File: src/rtl/srecord_s1_line_parser_assert.svh
// Assertion helpers for the S1 line parser.
`ifndef SRECORD_S1_LINE_PARSER_ASSERT_SVH
`define SRECORD_S1_LINE_PARSER_ASSERT_SVH

// Same-cycle implication, checked outside reset.
`define SRS1_ASSERT_NOW(lbl, clk, rst, ante, cons, msg) \
   lbl: assert property (@(posedge clk) disable iff (rst) (ante) |-> (cons)) \
      else $error(msg);

// Next-cycle implication, checked outside reset.
`define SRS1_ASSERT_NEXT(lbl, clk, rst, ante, cons, msg) \
   lbl: assert property (@(posedge clk) disable iff (rst) (ante) |=> (cons)) \
      else $error(msg);

`endif

File: src/rtl/srs1_pkg.sv
package srs1_pkg;

   localparam int MIN_LINE_CHARS_C = 10;
   localparam int INDEX_BITS_C     = 10;

   localparam logic [7:0] CHAR_S   = 8'h53;
   localparam logic [7:0] CHAR_ONE = 8'h31;

   // error flag bit positions
   localparam int ERR_BITS       = 5;
   localparam int ERR_TYPE_BIT   = 0;
   localparam int ERR_COUNT_BIT  = 1;
   localparam int ERR_ADDR_BIT   = 2;
   localparam int ERR_DATA_BIT   = 3;
   localparam int ERR_CHECK_BIT  = 4;

   localparam logic [7:0] MIN_COUNT = 8'd3;

   typedef enum logic {
      KIND_DATA   = 1'b0,
      KIND_STATUS = 1'b1
   } kind_type;

   typedef enum logic [2:0] {
      ST_OK    = 3'd0,
      ST_SHORT = 3'd1,
      ST_TYPE  = 3'd2,
      ST_COUNT = 3'd3,
      ST_ADDR  = 3'd4,
      ST_DATA  = 3'd5,
      ST_CHECK = 3'd6
   } status_type;

   typedef struct packed {
      logic       good;
      logic [3:0] nib;
   } hex_type;

   // decode one ASCII hex digit, either letter case; non-hex gives 0
   function automatic hex_type hex_decode(input logic [7:0] c);
      hex_type h;
      h.good = 1'b1;
      h.nib  = 4'd0;
      if (c >= 8'h30 && c <= 8'h39) begin
         h.nib = c[3:0];
      end else if ((c >= 8'h41 && c <= 8'h46) || (c >= 8'h61 && c <= 8'h66)) begin
         h.nib = c[3:0] + 4'd9;
      end else begin
         h.good = 1'b0;
      end
      return h;
   endfunction

endpackage

File: src/rtl/srecord_s1_line_parser.sv
// S1 record line parser: one ASCII character per item, line_end on the last one.
// A data byte or the end-of-line status shows on rsp_ in the cycle after the character
// that completes it is accepted.
// Throughput: one character per cycle; the single output register is the only limit.
// Reset (synchronous, active high) clears all line fields and the output valid.
`include "srecord_s1_line_parser_assert.svh"

module srecord_s1_line_parser #(
   parameter int INDEX_BITS = srs1_pkg::INDEX_BITS_C
) (
   input  logic        clock,
   input  logic        reset,
   input  logic        req_valid,
   output logic        req_stall,
   input  logic [7:0]  req_char_code,
   input  logic        req_line_end,
   output logic        rsp_valid,
   input  logic        rsp_stall,
   output logic        rsp_kind,
   output logic [15:0] rsp_load_address,
   output logic [7:0]  rsp_byte_offset,
   output logic [7:0]  rsp_byte_value,
   output logic [2:0]  rsp_status,
   output logic [7:0]  rsp_data_size,
   output logic [7:0]  rsp_check_byte
);

   import srs1_pkg::*;

   // one extra bit so lengths and checksum positions never wrap
   localparam int CW = INDEX_BITS + 1;

   // line state
   logic [INDEX_BITS-1:0] char_index_ff, char_index_in;
   logic [3:0]            high_nibble_ff, high_nibble_in;
   logic                  nibble_bad_ff, nibble_bad_in;
   logic [7:0]            record_count_ff, record_count_in;
   logic [15:0]           address_ff, address_in;
   logic [7:0]            checksum_ff, checksum_in;
   logic [ERR_BITS-1:0]   error_ff, error_in;

   // output register
   logic       rsp_valid_ff, rsp_valid_in;
   kind_type   rsp_kind_ff;
   logic [15:0] rsp_addr_ff;
   logic [7:0] rsp_off_ff, rsp_val_ff, rsp_size_ff, rsp_check_ff;
   status_type rsp_status_ff;

   logic       out_free;
   logic       accept;
   hex_type    hx;
   logic [CW-1:0] idx_ext, csum_pos, line_len, data_off_full;
   logic       have_data;
   logic [7:0] data_val;
   logic [7:0] dsize;
   status_type line_status;

   // Take a new item whenever the output slot is empty or drains this cycle.
   assign out_free  = !rsp_valid_ff || !rsp_stall;
   assign req_stall = !out_free;
   assign accept    = req_valid && out_free;

   assign hx            = hex_decode(req_char_code);
   assign idx_ext       = CW'(char_index_ff);
   assign csum_pos      = CW'({record_count_ff, 1'b0}) + CW'(2);
   assign line_len      = idx_ext + CW'(1);
   assign data_off_full = idx_ext - CW'(8);

   // Field decode: position in the line selects which field the character feeds.
   always_comb begin
      high_nibble_in  = high_nibble_ff;
      nibble_bad_in   = nibble_bad_ff;
      record_count_in = record_count_ff;
      address_in      = address_ff;
      checksum_in     = checksum_ff;
      error_in        = error_ff;
      have_data       = 1'b0;
      data_val        = {high_nibble_ff, hx.nib};

      priority if (idx_ext == CW'(0)) begin
         if (req_char_code != CHAR_S) error_in[ERR_TYPE_BIT] = 1'b1;
      end else if (idx_ext == CW'(1)) begin
         if (req_char_code != CHAR_ONE) error_in[ERR_TYPE_BIT] = 1'b1;
      end else if (idx_ext == CW'(2)) begin
         high_nibble_in = hx.nib;
         if (!hx.good) error_in[ERR_COUNT_BIT] = 1'b1;
      end else if (idx_ext == CW'(3)) begin
         record_count_in = {high_nibble_ff, hx.nib};
         if (!hx.good) error_in[ERR_COUNT_BIT] = 1'b1;
      end else if (idx_ext < CW'(8)) begin
         address_in = {address_ff[11:0], hx.nib};
         if (!hx.good) error_in[ERR_ADDR_BIT] = 1'b1;
      end else if (record_count_ff >= MIN_COUNT && idx_ext < csum_pos) begin
         // data region: even position holds the high digit, odd completes a byte
         if (!char_index_ff[0]) begin
            high_nibble_in = hx.nib;
            nibble_bad_in  = !hx.good;
         end else begin
            if (!hx.good || nibble_bad_ff) error_in[ERR_DATA_BIT] = 1'b1;
            have_data = 1'b1;
         end
      end else if (record_count_ff >= MIN_COUNT && idx_ext == csum_pos) begin
         high_nibble_in = hx.nib;
         if (!hx.good) error_in[ERR_CHECK_BIT] = 1'b1;
      end else if (record_count_ff >= MIN_COUNT && idx_ext == csum_pos + CW'(1)) begin
         checksum_in = {high_nibble_ff, hx.nib};
         if (!hx.good) error_in[ERR_CHECK_BIT] = 1'b1;
      end else begin
         // past the checksum, or a count below three: drop the character
      end
   end

   assign dsize = (record_count_in >= MIN_COUNT) ? record_count_in - MIN_COUNT : 8'd0;

   // End-of-line status: first failing check wins.
   always_comb begin
      priority if (line_len < CW'(MIN_LINE_CHARS_C)) begin
         line_status = ST_SHORT;
      end else if (error_in[ERR_TYPE_BIT]) begin
         line_status = ST_TYPE;
      end else if (error_in[ERR_COUNT_BIT] || record_count_in < MIN_COUNT ||
                   CW'({record_count_in, 1'b0}) > line_len - CW'(4)) begin
         line_status = ST_COUNT;
      end else if (error_in[ERR_ADDR_BIT]) begin
         line_status = ST_ADDR;
      end else if (error_in[ERR_DATA_BIT]) begin
         line_status = ST_DATA;
      end else if (error_in[ERR_CHECK_BIT]) begin
         line_status = ST_CHECK;
      end else begin
         line_status = ST_OK;
      end
   end

   // Advance the index with saturation; clear it at line end.
   always_comb begin
      if (req_line_end) begin
         char_index_in = '0;
      end else if (char_index_ff != '1) begin
         char_index_in = char_index_ff + INDEX_BITS'(1);
      end else begin
         char_index_in = char_index_ff;
      end
   end

   // Output slot: load on accept, empty once taken, hold while stalled.
   always_comb begin
      if (accept) begin
         rsp_valid_in = req_line_end || have_data;
      end else if (out_free) begin
         rsp_valid_in = 1'b0;
      end else begin
         rsp_valid_in = rsp_valid_ff;
      end
   end

   always_ff @(posedge clock) begin
      if (reset) begin
         char_index_ff   <= '0;
         high_nibble_ff  <= '0;
         nibble_bad_ff   <= 1'b0;
         record_count_ff <= '0;
         address_ff      <= '0;
         checksum_ff     <= '0;
         error_ff        <= '0;
         rsp_valid_ff    <= 1'b0;
      end else begin
         rsp_valid_ff <= rsp_valid_in;
         if (accept) begin
            char_index_ff <= char_index_in;
            if (req_line_end) begin
               high_nibble_ff  <= '0;
               nibble_bad_ff   <= 1'b0;
               record_count_ff <= '0;
               address_ff      <= '0;
               checksum_ff     <= '0;
               error_ff        <= '0;
            end else begin
               high_nibble_ff  <= high_nibble_in;
               nibble_bad_ff   <= nibble_bad_in;
               record_count_ff <= record_count_in;
               address_ff      <= address_in;
               checksum_ff     <= checksum_in;
               error_ff        <= error_in;
            end
         end
      end
   end

   // Result payload; a status result wins over a byte completed on the last char.
   always_ff @(posedge clock) begin
      if (accept && (req_line_end || have_data)) begin
         rsp_addr_ff <= address_in;
         rsp_size_ff <= dsize;
         if (req_line_end) begin
            rsp_kind_ff   <= KIND_STATUS;
            rsp_off_ff    <= '0;
            rsp_val_ff    <= '0;
            rsp_status_ff <= line_status;
            rsp_check_ff  <= checksum_in;
         end else begin
            rsp_kind_ff   <= KIND_DATA;
            rsp_off_ff    <= data_off_full[8:1];
            rsp_val_ff    <= data_val;
            rsp_status_ff <= ST_OK;
            rsp_check_ff  <= '0;
         end
      end
   end

   assign rsp_valid        = rsp_valid_ff;
   assign rsp_kind         = rsp_kind_ff;
   assign rsp_load_address = rsp_addr_ff;
   assign rsp_byte_offset  = rsp_off_ff;
   assign rsp_byte_value   = rsp_val_ff;
   assign rsp_status       = rsp_status_ff;
   assign rsp_data_size    = rsp_size_ff;
   assign rsp_check_byte   = rsp_check_ff;

   // A line end always produces a status result next cycle.
   `SRS1_ASSERT_NEXT(a_end_gives_status, clock, reset, accept && req_line_end,
      rsp_valid_ff && rsp_kind_ff == KIND_STATUS, "line end without status result")
   // A line end restarts the line state.
   `SRS1_ASSERT_NEXT(a_end_clears_line, clock, reset, accept && req_line_end,
      char_index_ff == '0 && error_ff == '0 && record_count_ff == '0,
      "line state not cleared after line end")
   // The index only moves on an accepted character.
   `SRS1_ASSERT_NEXT(a_index_holds, clock, reset, !accept,
      $stable(char_index_ff), "character index moved without an item")
   // Data results carry no status or checksum.
   `SRS1_ASSERT_NOW(a_data_fields, clock, reset, rsp_valid_ff && rsp_kind_ff == KIND_DATA,
      rsp_status_ff == ST_OK && rsp_check_ff == 8'd0, "data result with status fields")

endmodule

File: config.mk
export PLATFORM = sky130hd
export DESIGN_NAME = srecord_s1_line_parser
export DESIGN_NICKNAME = d
export VERILOG_FILES = /design/src/rtl/srs1_pkg.sv /design/src/rtl/srecord_s1_line_parser.sv
export VERILOG_INCLUDE_DIRS = /design/src /design/src/rtl
export SDC_FILE = /design/constraint.sdc
export NUM_CORES = 1
export LEC_CHECK = 0
export BUFFER_PORTS_ARGS = -buffer_cell sky130_fd_sc_hd__buf_2
export CAP_MARGIN = 20
export CORE_ASPECT_RATIO = 0.5
export CORE_MARGIN = 5
export CORE_UTILIZATION = 45
export DETAILED_ROUTE_END_ITERATION = 6
export PLACE_DENSITY = 0.63
export SYNTH_ARGS = -nofsm -noshare
export SYNTH_HDL_FRONTEND = slang
export SYNTH_SLANG_ARGS = --single-unit
File: constraint.sdc
create_clock -name clock -period 8.1 [get_ports clock]
set_input_delay 2.43 -clock clock [delete_from_list [all_inputs] [get_ports clock]]
set_output_delay 2.43 -clock clock [all_outputs]
set_load 0.05 [all_outputs]
# Word-level counts from Yosys, hierarchy flattened

Index checks and enable logic that the tools add are counted.

Muxes and demuxes: 81
Eq/ne operators: 17
Add/sub/neg operators: 8
Bitwise logic cells: 1
Reduce and logical (&&, ||, !) cells: 28
Order comparisons: 13

Operators by type and width:

| operator                | number |
|---|---|
| $mux W8                 | 14 |
| $mux W16                | 6 |
| $mux W4                 | 13 |
| $mux W1                 | 37 |
| $add A10 B1 Y11 const B | 2 |
| $eq A10 B2 Y1 const B   | 2 |
| $mux W10                | 2 |
| $ge A8 B2 Y1 const B    | 2 |
| $ge A8 B7 Y1 const B    | 2 |
| $le A8 B7 Y1 const B    | 2 |
| $mux W3                 | 5 |
| $ne A2 B2 Y1 const B    | 6 |
| $eq A10 B11 Y1          | 1 |
| $gt A9 B11 Y1           | 1 |
| $logic_not A11 Y1       | 1 |
| $lt A11 B4 Y1 const B   | 1 |
| $sub A11 B3 Y11 const B | 1 |
| $add A10 B1 Y10 const B | 1 |
| $add A9 B2 Y10 const B  | 1 |
| $eq A10 B1 Y1 const B   | 1 |
| $eq A10 B10 Y1          | 1 |
| $lt A10 B10 Y1          | 1 |
| $lt A10 B4 Y1 const B   | 1 |
| $ne A10 B10 Y1 const B  | 1 |
| 23 further kinds        | 43 |

Bits of input ports: 13
Register bits after elaboration: 105
Output and inout port bits: 54
Logic and storage cells: 165

# Logic depth before layout (Yosys ltp)

Gate-level depths: netlist of run 1.

Depth in word-level cells: 21
Mapped depth: 17
Depth with buffers taken out: 16

# Worst setup path before layout of run 1

No wires, ideal clock.

Path type: input port to flip-flop
Start: input port req_char_code[7]
End: register rsp_status_ff[0] (netlist: rsp_status[0]) (data pin)
Stages on the path: 12
Path buffers: 0
Arrival: 5216 ps
Data required time: 7842 ps
Path slack: 2626 ps
Setup time: 258 ps
Path through: or4b_4 a311oi_4 nor2_2 or3_4 o21ai_4 ha_1 nand4_1 o22ai_1 a2111oi_0 nor2_1 a31oi_1 o21ai_1

Longest elaborated chain between the ends: 20
Elaborated cells on any way between the ends: 48
Classes of those cells: 8 x order compare; 2 x eq/ne; 30 x mux; 8 x reduce/logical

Ends and longest elaborated chain:

| item                                                | line                          | RTL |
|---|---|---|
| from (decl)                                         | srecord_s1_line_parser.sv:15  | `input logic [7:0] req_char_code,` |
| $ge A8 B7 Y1 / $le A8 B7 Y1 (equally long branches) | srs1_pkg.sv:46                | `end else if ((c >= 8'h41 && c <= 8'h46) \|\| (c >= 8'h61 && c <= 8'h66)) begin` |
| $logic_and A1 B1 Y1                                 | srs1_pkg.sv:46                |  |
| $logic_or A1 B1 Y1                                  | srs1_pkg.sv:46                |  |
| $mux W1                                             | srs1_pkg.sv:46                |  |
| $mux W1                                             | srs1_pkg.sv:44                | `if (c >= 8'h30 && c <= 8'h39) begin` |
| $logic_not A1 Y1                                    | --                            |  |
| $logic_or A1 B1 Y1                                  | srecord_s1_line_parser.sv:99  | `if (!hx.good \|\| nibble_bad_ff) error_in[ERR_DATA_BIT] = 1'b1;` |
| $mux W1                                             | srecord_s1_line_parser.sv:99  |  |
| [4 not listed]                                      | --                            |  |
| $mux W3                                             | srecord_s1_line_parser.sv:84  | `end else if (idx_ext == CW'(2)) begin` |
| $mux W4                                             | srecord_s1_line_parser.sv:82  | `end else if (idx_ext == CW'(1)) begin` |
| $mux W4                                             | srecord_s1_line_parser.sv:80  | `priority if (idx_ext == CW'(0)) begin` |
| $mux W3                                             | srecord_s1_line_parser.sv:126 | `end else if (error_in[ERR_DATA_BIT]) begin` |
| $mux W3                                             | srecord_s1_line_parser.sv:124 | `end else if (error_in[ERR_ADDR_BIT]) begin` |
| $mux W2                                             | srecord_s1_line_parser.sv:121 | `end else if (error_in[ERR_COUNT_BIT] \|\| record_count_in < MIN_COUNT \|\|` |
| $mux W2 *                                           | srecord_s1_line_parser.sv:119 | `end else if (error_in[ERR_TYPE_BIT]) begin` |
| $mux W1 *                                           | srecord_s1_line_parser.sv:117 | `priority if (line_len < CW'(MIN_LINE_CHARS_C)) begin` |
| to (signal assigned)                                | srecord_s1_line_parser.sv:199 | `rsp_status_ff <= line_status;` |
| to (decl)                                           | srecord_s1_line_parser.sv:47  | `status_type rsp_status_ff;` |

Mark *: on every way between the ends. The rest lies on a longest branch, timed or not.
A chain may end at the register's enable or synchronous reset.

# Final worst setup path of run 1

Start: input port req_char_code[1]
End: register rsp_status_ff[0] (netlist: rsp_status[0]) (data pin)

Same word-level chain as after synthesis.

==> summary.md, run 1 <==
| Metric | Value |
|---|---|
| Top post-synthesis cells by count | nor2_1, dfxtp_1, edfxtp_1, nand2_1, a22oi_1 |
| Final Net Count | 681 |
| Max-slew violations | 0 |
| Clk sinks | 105 |
| Worst-path clk slew | 80 ps |
| DR pass1 iterations | 5 |
| Yosys top cell by area | edfxtp_1 |
| Remaining DRCs | 0 |
| Peak supply drop | 0.0890 mV |
| Core area | 12,500 µm² |
| Psw | 0.000298 W |
| Design Power | 0.00110 W |
| Initial DRC count | 353 |
| Total grt overflow | 0 |
| Final Worst Setup Slack | 2160 ps |
| Critical path fanouts, max | 9 |
| Setup violators final | 0 |
| Slew HR | 0.268 |
| Die Height | 89.5 µm |
| Top_reg_cell synth | dfxtp_1 |
| Post-synthesis cell type count | 58 |
| Die Span X | 169 µm |
| Worst Tran Pin Value | 1100 ps |
| Post-route ant nets | 0 |
| Internal Dissipation | 0.000805 W |
| DIE AREA | 15,100 µm² |
| Starting Density | 0.454 |
| CTS Buf Count | 9 |
| Async set or reset register ratio after synthesis | 0 |
| Final Cell Area | 6420 µm² |
| Pre-CTS setup slack | 1880 ps |
| Worst hold-check path type | reg2reg |
| Port Buffers | 66 |
| Min Hold Slack | 477 ps |
| Clock buffer depth | 2 |
| CTS tree | built |
| Total GRT Usage | 0.198 |
| # fillers | 1,183 |
| Root Driver | clkbuf_16 |
| Max Clk Rate | 168 MHz |
| Number of flops mapped to enable cells by yosys | 52 |
| Top-area cell type share of the netlist area | 0.275 |
| Largest net degree at the start of global routing | 52 |
| H-tree depth | 3 |
| Final WL | 14,300 µm |
| IO Pins | 67 |
| Post-CTS resize count | 0 |
| Fraction of layout cells with a size suffix above 1 | 0.179 |
| Post-detail-place hpwl | 10,200 µm |
| Yosys reg bits | 105 |
| CP required | 8200 ps |
| Avg WL per Cell | 17.6 µm |
| DR vias/cell | 5.66 |
| Clock Power Share | 0.390 |
| PwrDens | 172 nW/µm² |
| Synth top area cells | edfxtp_1, dfxtp_1, ha_1 |
| Area post-placement | 6130 µm² |
| Sw Share | 0.270 |
| Mapped Avg Cell Area | 9.59 µm² |
| ANT cells | 0 |
| CP Class | in2reg |
| DR vias | 4,610 |
| Worst EP arrival | 6040 ps |
| Sequential area share after synthesis | 0.461 |
| Final-report hold violation count | 0 |
| Startpoint Class | input pin |
| RSZ-0062 raised after global routing | no |
| Vias in the first global route | 4,342 |
| P_leak | 2.48 nW |
| First-pass GRT wire length | 23,500 µm |
| Initial antenna violation count | 0 |
| FP Rows | 29 |
| Gate power share | 0.092 |
| Clock Skew | 6.07 ps |
| Final Cycle Share | 0.733 |
| Syn. warnings | 0 |
| Placer's final routability congestion estimate | 0.936 |
| Critical path endpoint category | flip-flop |
| Period minus WS final | 5940 ps |
| # hold bufs at CTS | 0 |
| Area Growth Syn to Fin | 12.9% |
| Net Count, Synth | 635 |
| Max_cap viols | 0 |
| Reg power frac | 0.517 |
| # Post-CTS Setup Buffers | 0 |
| Cells after synthesis | 593 |
| Status | finished, final reports clean |
| Setup TNS | 0 ps |
| Clock Latency Late Sink | 350 ps |
| Count leader, synth | nor2_1 |
| Synthesized area | 5690 µm² |
kinds of logic (layout without fill, tap and decap cells):
group | after synthesis | after routing | share of synthesized area
mux | 24 | 24 | 0.0451
simple gates | 230 | 230 | 0.200
compound gates | 129 | 129 | 0.157
buf+inv | 51 | 102 | 0.0341
fa+ha+maj | 29 | 29 | 0.0638
flops | 105 | 105 | 0.461
xor+xnor | 25 | 25 | 0.0385
worst max-delay path: stages:
cell and delay (ps):
buf_2 140, inv_1 100, ha_1 210, o21bai_1 100
a21oi_1 580, a21oi_1 370, o21ai_0 510, ha_1 350
a21o_1 180, a21oi_1 130, o22ai_1 90, a2111oi_0 420
nor2_1 140, a31oi_1 200, o21ai_1 90
per-stage QoR:
stage,std cells,util
5_1_grt,814,0.513
3_3_place_gp,798,0.490
6_report,814,0.513
2_1_floorplan,593,-
4_1_cts,814,0.513
3_5_place_dp,798,0.490
path summary, 6_finish.rpt:
kind,startpoint,endpoint,slack [ps],depth (start not counted)
worst max-delay path,req_char_code[1],rsp_status[0],2160,15
worst min register to register,nibble_bad_ff,nibble_bad_ff,480,2
worst min-delay path,nibble_bad_ff,nibble_bad_ff,480,2
worst max register to register,char_index_ff[0],rsp_status[0],3420,13
flip-flops by register name (all words and copies together), names as in the netlist:
name,count
record_count_ff,8
rsp_byte_offset,8
rsp_valid,1
address_ff,16
rsp_status,3
rsp_load_address,16
nibble_bad_ff,1
rsp_check_byte,8
rsp_byte_value,8
error_ff,5
checksum_ff,8
high_nibble_ff,4
char_index_ff,10
rsp_data_size,8
rsp_kind,1
metal layers:
layer / global-route usage / share of wire
met5: 0 / 0
met4: 0.0427 / 0.0083
met3: 0.0504 / 0.076
met2: 0.305 / 0.43
met1: 0.283 / 0.48
cell type report:
type / count / area (µm²) / share of cell area
inverter: 17 / 63.8 / 0.00995
clock buffer: 10 / 229 / 0.0357
tap: 170 / 213 / 0.0332
sequential: 105 / 2620 / 0.409
timing repair buffer: 69 / 353 / 0.0550
multi-input combinational: 437 / 2880 / 0.448
clock inverter: 6 / 58.8 / 0.00917
layout by cell type (no fill, tap or decap), types with 15 or more instances in the layout:
cell	instances
buf_2	66
o21ai_0	18
nor2_1	85
a22oi_1	35
nand2_1	41
ha_1	29
nor3_1	20
a21oi_1	22
nand3_1	16
inv_1	15
edfxtp_1	52
dfxtp_1	53
power by group through the flow:
stage / Sequential (W) / Combinational, W / Clock (W)
after floorplan: 0.000617 / 0.0000391 / 0
after global placement: 0.000583 / 0.000101 / 0
after detailed placement: 0.000583 / 0.000102 / 0
after CTS: 0.000571 / 0.000102 / 0.000440
after global routing: 0.000572 / 0.000109 / 0.000465
final: 0.000571 / 0.000102 / 0.000431
(Power assumes the default switching activity.)
==> run 2: changes to the inputs <==
Settings changed: PLACE_DENSITY 0.63 to 0.66.
Clock period 8.1 ns to 4.9 ns, I/O delays scaled along.
==> summary.md, run 2 (synthesized netlist as in run 1, its figures left out) <==
| Metric | Value |
|---|---|
| Status | finished, final reports clean |
| Vias in the first global route | 4,553 (+4.9%) |
| Post-route ant nets | 0 (unchanged) |
| Hold_sp | nibble_bad_ff |
| Remaining DRCs | 0 (unchanged) |
| Clk sinks | 105 (unchanged) |
| Worst Tran Pin Value | 999 ps (-96.5 ps) |
| Peak supply drop | 0.191 mV (+110%) |
| Slew HR | 0.334 (+0.0657) |
| Starting Density | 0.454 (unchanged) |
| Final Cycle Share | 0.868 |
| Final Cell Area | 6540 µm² (+1.9%) |
| Worst flop-to-flop path startpoint | char_index_ff[1] |
| Total GRT Usage | 0.197 (-0.00108) |
| CTS tree | built |
| Critical path endpoint category | flip-flop |
| First-pass GRT wire length | 23,400 µm (-0.29%) |
| Die Span X | 169 µm (unchanged) |
| Critical path fanouts, max | 4 (-5) |
| Max Clk Rate | 235 MHz |
| Worst-path clk slew | 80 ps (about the same) |
| CTS Buf Count | 9 (unchanged) |
| Pre-CTS setup slack | 301 ps (-1580 ps) |
| Worst EP arrival | 4360 ps (-1680 ps) |
| Clock Skew | 8.12 ps (+2.05 ps) |
| H-tree depth | 3 (unchanged) |
| Final-report hold violation count | 0 (unchanged) |
| Setup TNS | 0 ps (unchanged) |
| Total grt overflow | 0 (unchanged) |
| Crit. Startpoint | req_char_code[7] |
| Placer's final routability congestion estimate | 0.909 (-2.9%) |
| ANT cells | 0 (unchanged) |
| Root Driver | clkbuf_16 |
| # hold bufs at CTS | 0 (unchanged) |
| Startpoint Class | input pin |
| Avg WL per Cell | 17.3 µm (-1.6%) |
| DR pass1 iterations | 4 (-1) |
| Worst hold-check path type | reg2reg |
| PwrDens | 280 nW/µm² (+63%) |
| Area Growth Syn to Fin | 15.0% |
| Final WL | 14,300 µm (about the same) |
| P_leak | 2.56 nW (+3.2%) |
| Final Net Count | 695 (+2.1%) |
| DR vias | 4,675 (+1.4%) |
| Setup violators final | 0 (unchanged) |
| Final Worst Setup Slack | 648 ps (-1510 ps) |
| FP Rows | 29 (unchanged) |
| # Post-CTS Setup Buffers | 0 (unchanged) |
| Initial antenna violation count | 0 (unchanged) |
| Commonest non-fill, non-tap cells in the layout | nor2_1, buf_2, dfxtp_1 |
| RSZ-0062 raised after global routing | no |
| Min Hold Slack | 486 ps (+9.06 ps) |
| Clock Latency Late Sink | 350 ps (about the same) |
| Core area | 12,500 µm² (unchanged) |
| Max_cap viols | 0 (unchanged) |
| Most frequent CP cell | o21ai_1 |
| Die Height | 89.5 µm (unchanged) |
| Post-CTS resize count | 0 (unchanged) |
| Crit path max-delay family | compound AO/OA/AOI/OAI gates |
| Largest net degree at the start of global routing | 52 (unchanged) |
| Max-slew violations | 0 (unchanged) |
| Port Buffers | 66 (unchanged) |
| DR vias/cell | 5.65 (-0.30%) |
| IO Pins | 67 (unchanged) |
| Fraction of layout cells with a size suffix above 1 | 0.196 (+0.0175) |
| Cell chain of the critical path | buf_2, or4b_4, a311oi_4, o21ai_0, o21ai_1, ha_1, a211oi_1, o22ai_1, a2111oi_0, nor2_1, a31oi_1, o21ai_1 |
| Area post-placement | 6240 µm² (+1.8%) |
| Post-detail-place hpwl | 10,300 µm (+0.30%) |
| Slowest cell on crit path | or4b_4 |
| CP max stage delay | 560 ps (-20 ps) |
| Worst path bufs/invs | 1 (-1) |
| CP Class | in2reg |
| Initial DRC count | 330 (-6.5%) |
| Most common cell after layout, fill and taps aside | nor2_1 |
| DIE AREA | 15,100 µm² (unchanged) |
| Clock buffer depth | 2 (unchanged) |
| CP required | 5010 ps (-3190 ps) |
| Period minus WS final | 4250 ps |
[run 2: changes by cell type in the layout (fill, tap and decap cells not counted), sizes merged]
| cell | change |
|---|---|
| clkinvlp | -1 |
| clkinv | +4 |
| clkbuf | -1 |
| buf | +14 |
| inv | -2 |
[run 2: worst paths after layout]
path / to / slack (ps) / cells after the start
hold reg to reg: nibble_bad_ff / 490 / 2
setup / recovery: rsp_status[0] / 650 / 12
hold / removal: nibble_bad_ff / 490 / 2
setup reg to reg: rsp_status[2] / 970 / 16
[run 2: layout make-up]
cell class | count | area [µm²]
clock buffers | 9 | 225
well taps | 170 | 213
clock inverters | 7 | 72.6
multi-input cells | 437 | 2870
inverters | 17 | 63.8
flip-flops and latches | 105 | 2620
repair buffers | 83 | 470
fillers | 1167 | 5980
[run 2: worst reg2reg max path, delay by kind of cell (launching register included)]
family	cells	cell delay, ps
AOI/OAI and AO/OA	2	190
xor gates and xnor gates	2	610
adders and majority gates	3	980
buffers and inverters	1	80
DFF	1	550
muxes	1	350
and+or+nand+nor	7	950
[run 2: where the power goes]
part / total (W) / leakage [nW] / internal, W / switching [W]
clock: 0.000715 / 0.146 / 0.000359 / 0.000356
combinational: 0.000174 / 1.49 / 0.0000395 / 0.000135
sequential: 0.000942 / 0.924 / 0.000936 / 0.00000613
total: 0.00183 / 2.56 / 0.00133 / 0.000497
[run 2: per-stage QoR]
stage               instances   util  total power [W]
finish                    828  0.522          0.00183
floorplan                 593      -          0.00108
global placement          812  0.499          0.00114
global route              828  0.522          0.00191
CTS                       828  0.522          0.00185
detailed placement        812  0.499          0.00114
[run 2: routing by layer]
metal | wire, µm | track usage | vias to the layer above | share of wire
li1 | - | - | 2293 | -
met5 | 0 | 0 | - | 0
met1 | 7060 | 0.275 | 2247 | 0.49
met2 | 6370 | 0.320 | 122 | 0.44
met4 | 132 | 0.0427 | 0 | 0.0092
met3 | 755 | 0.0398 | 13 | 0.053
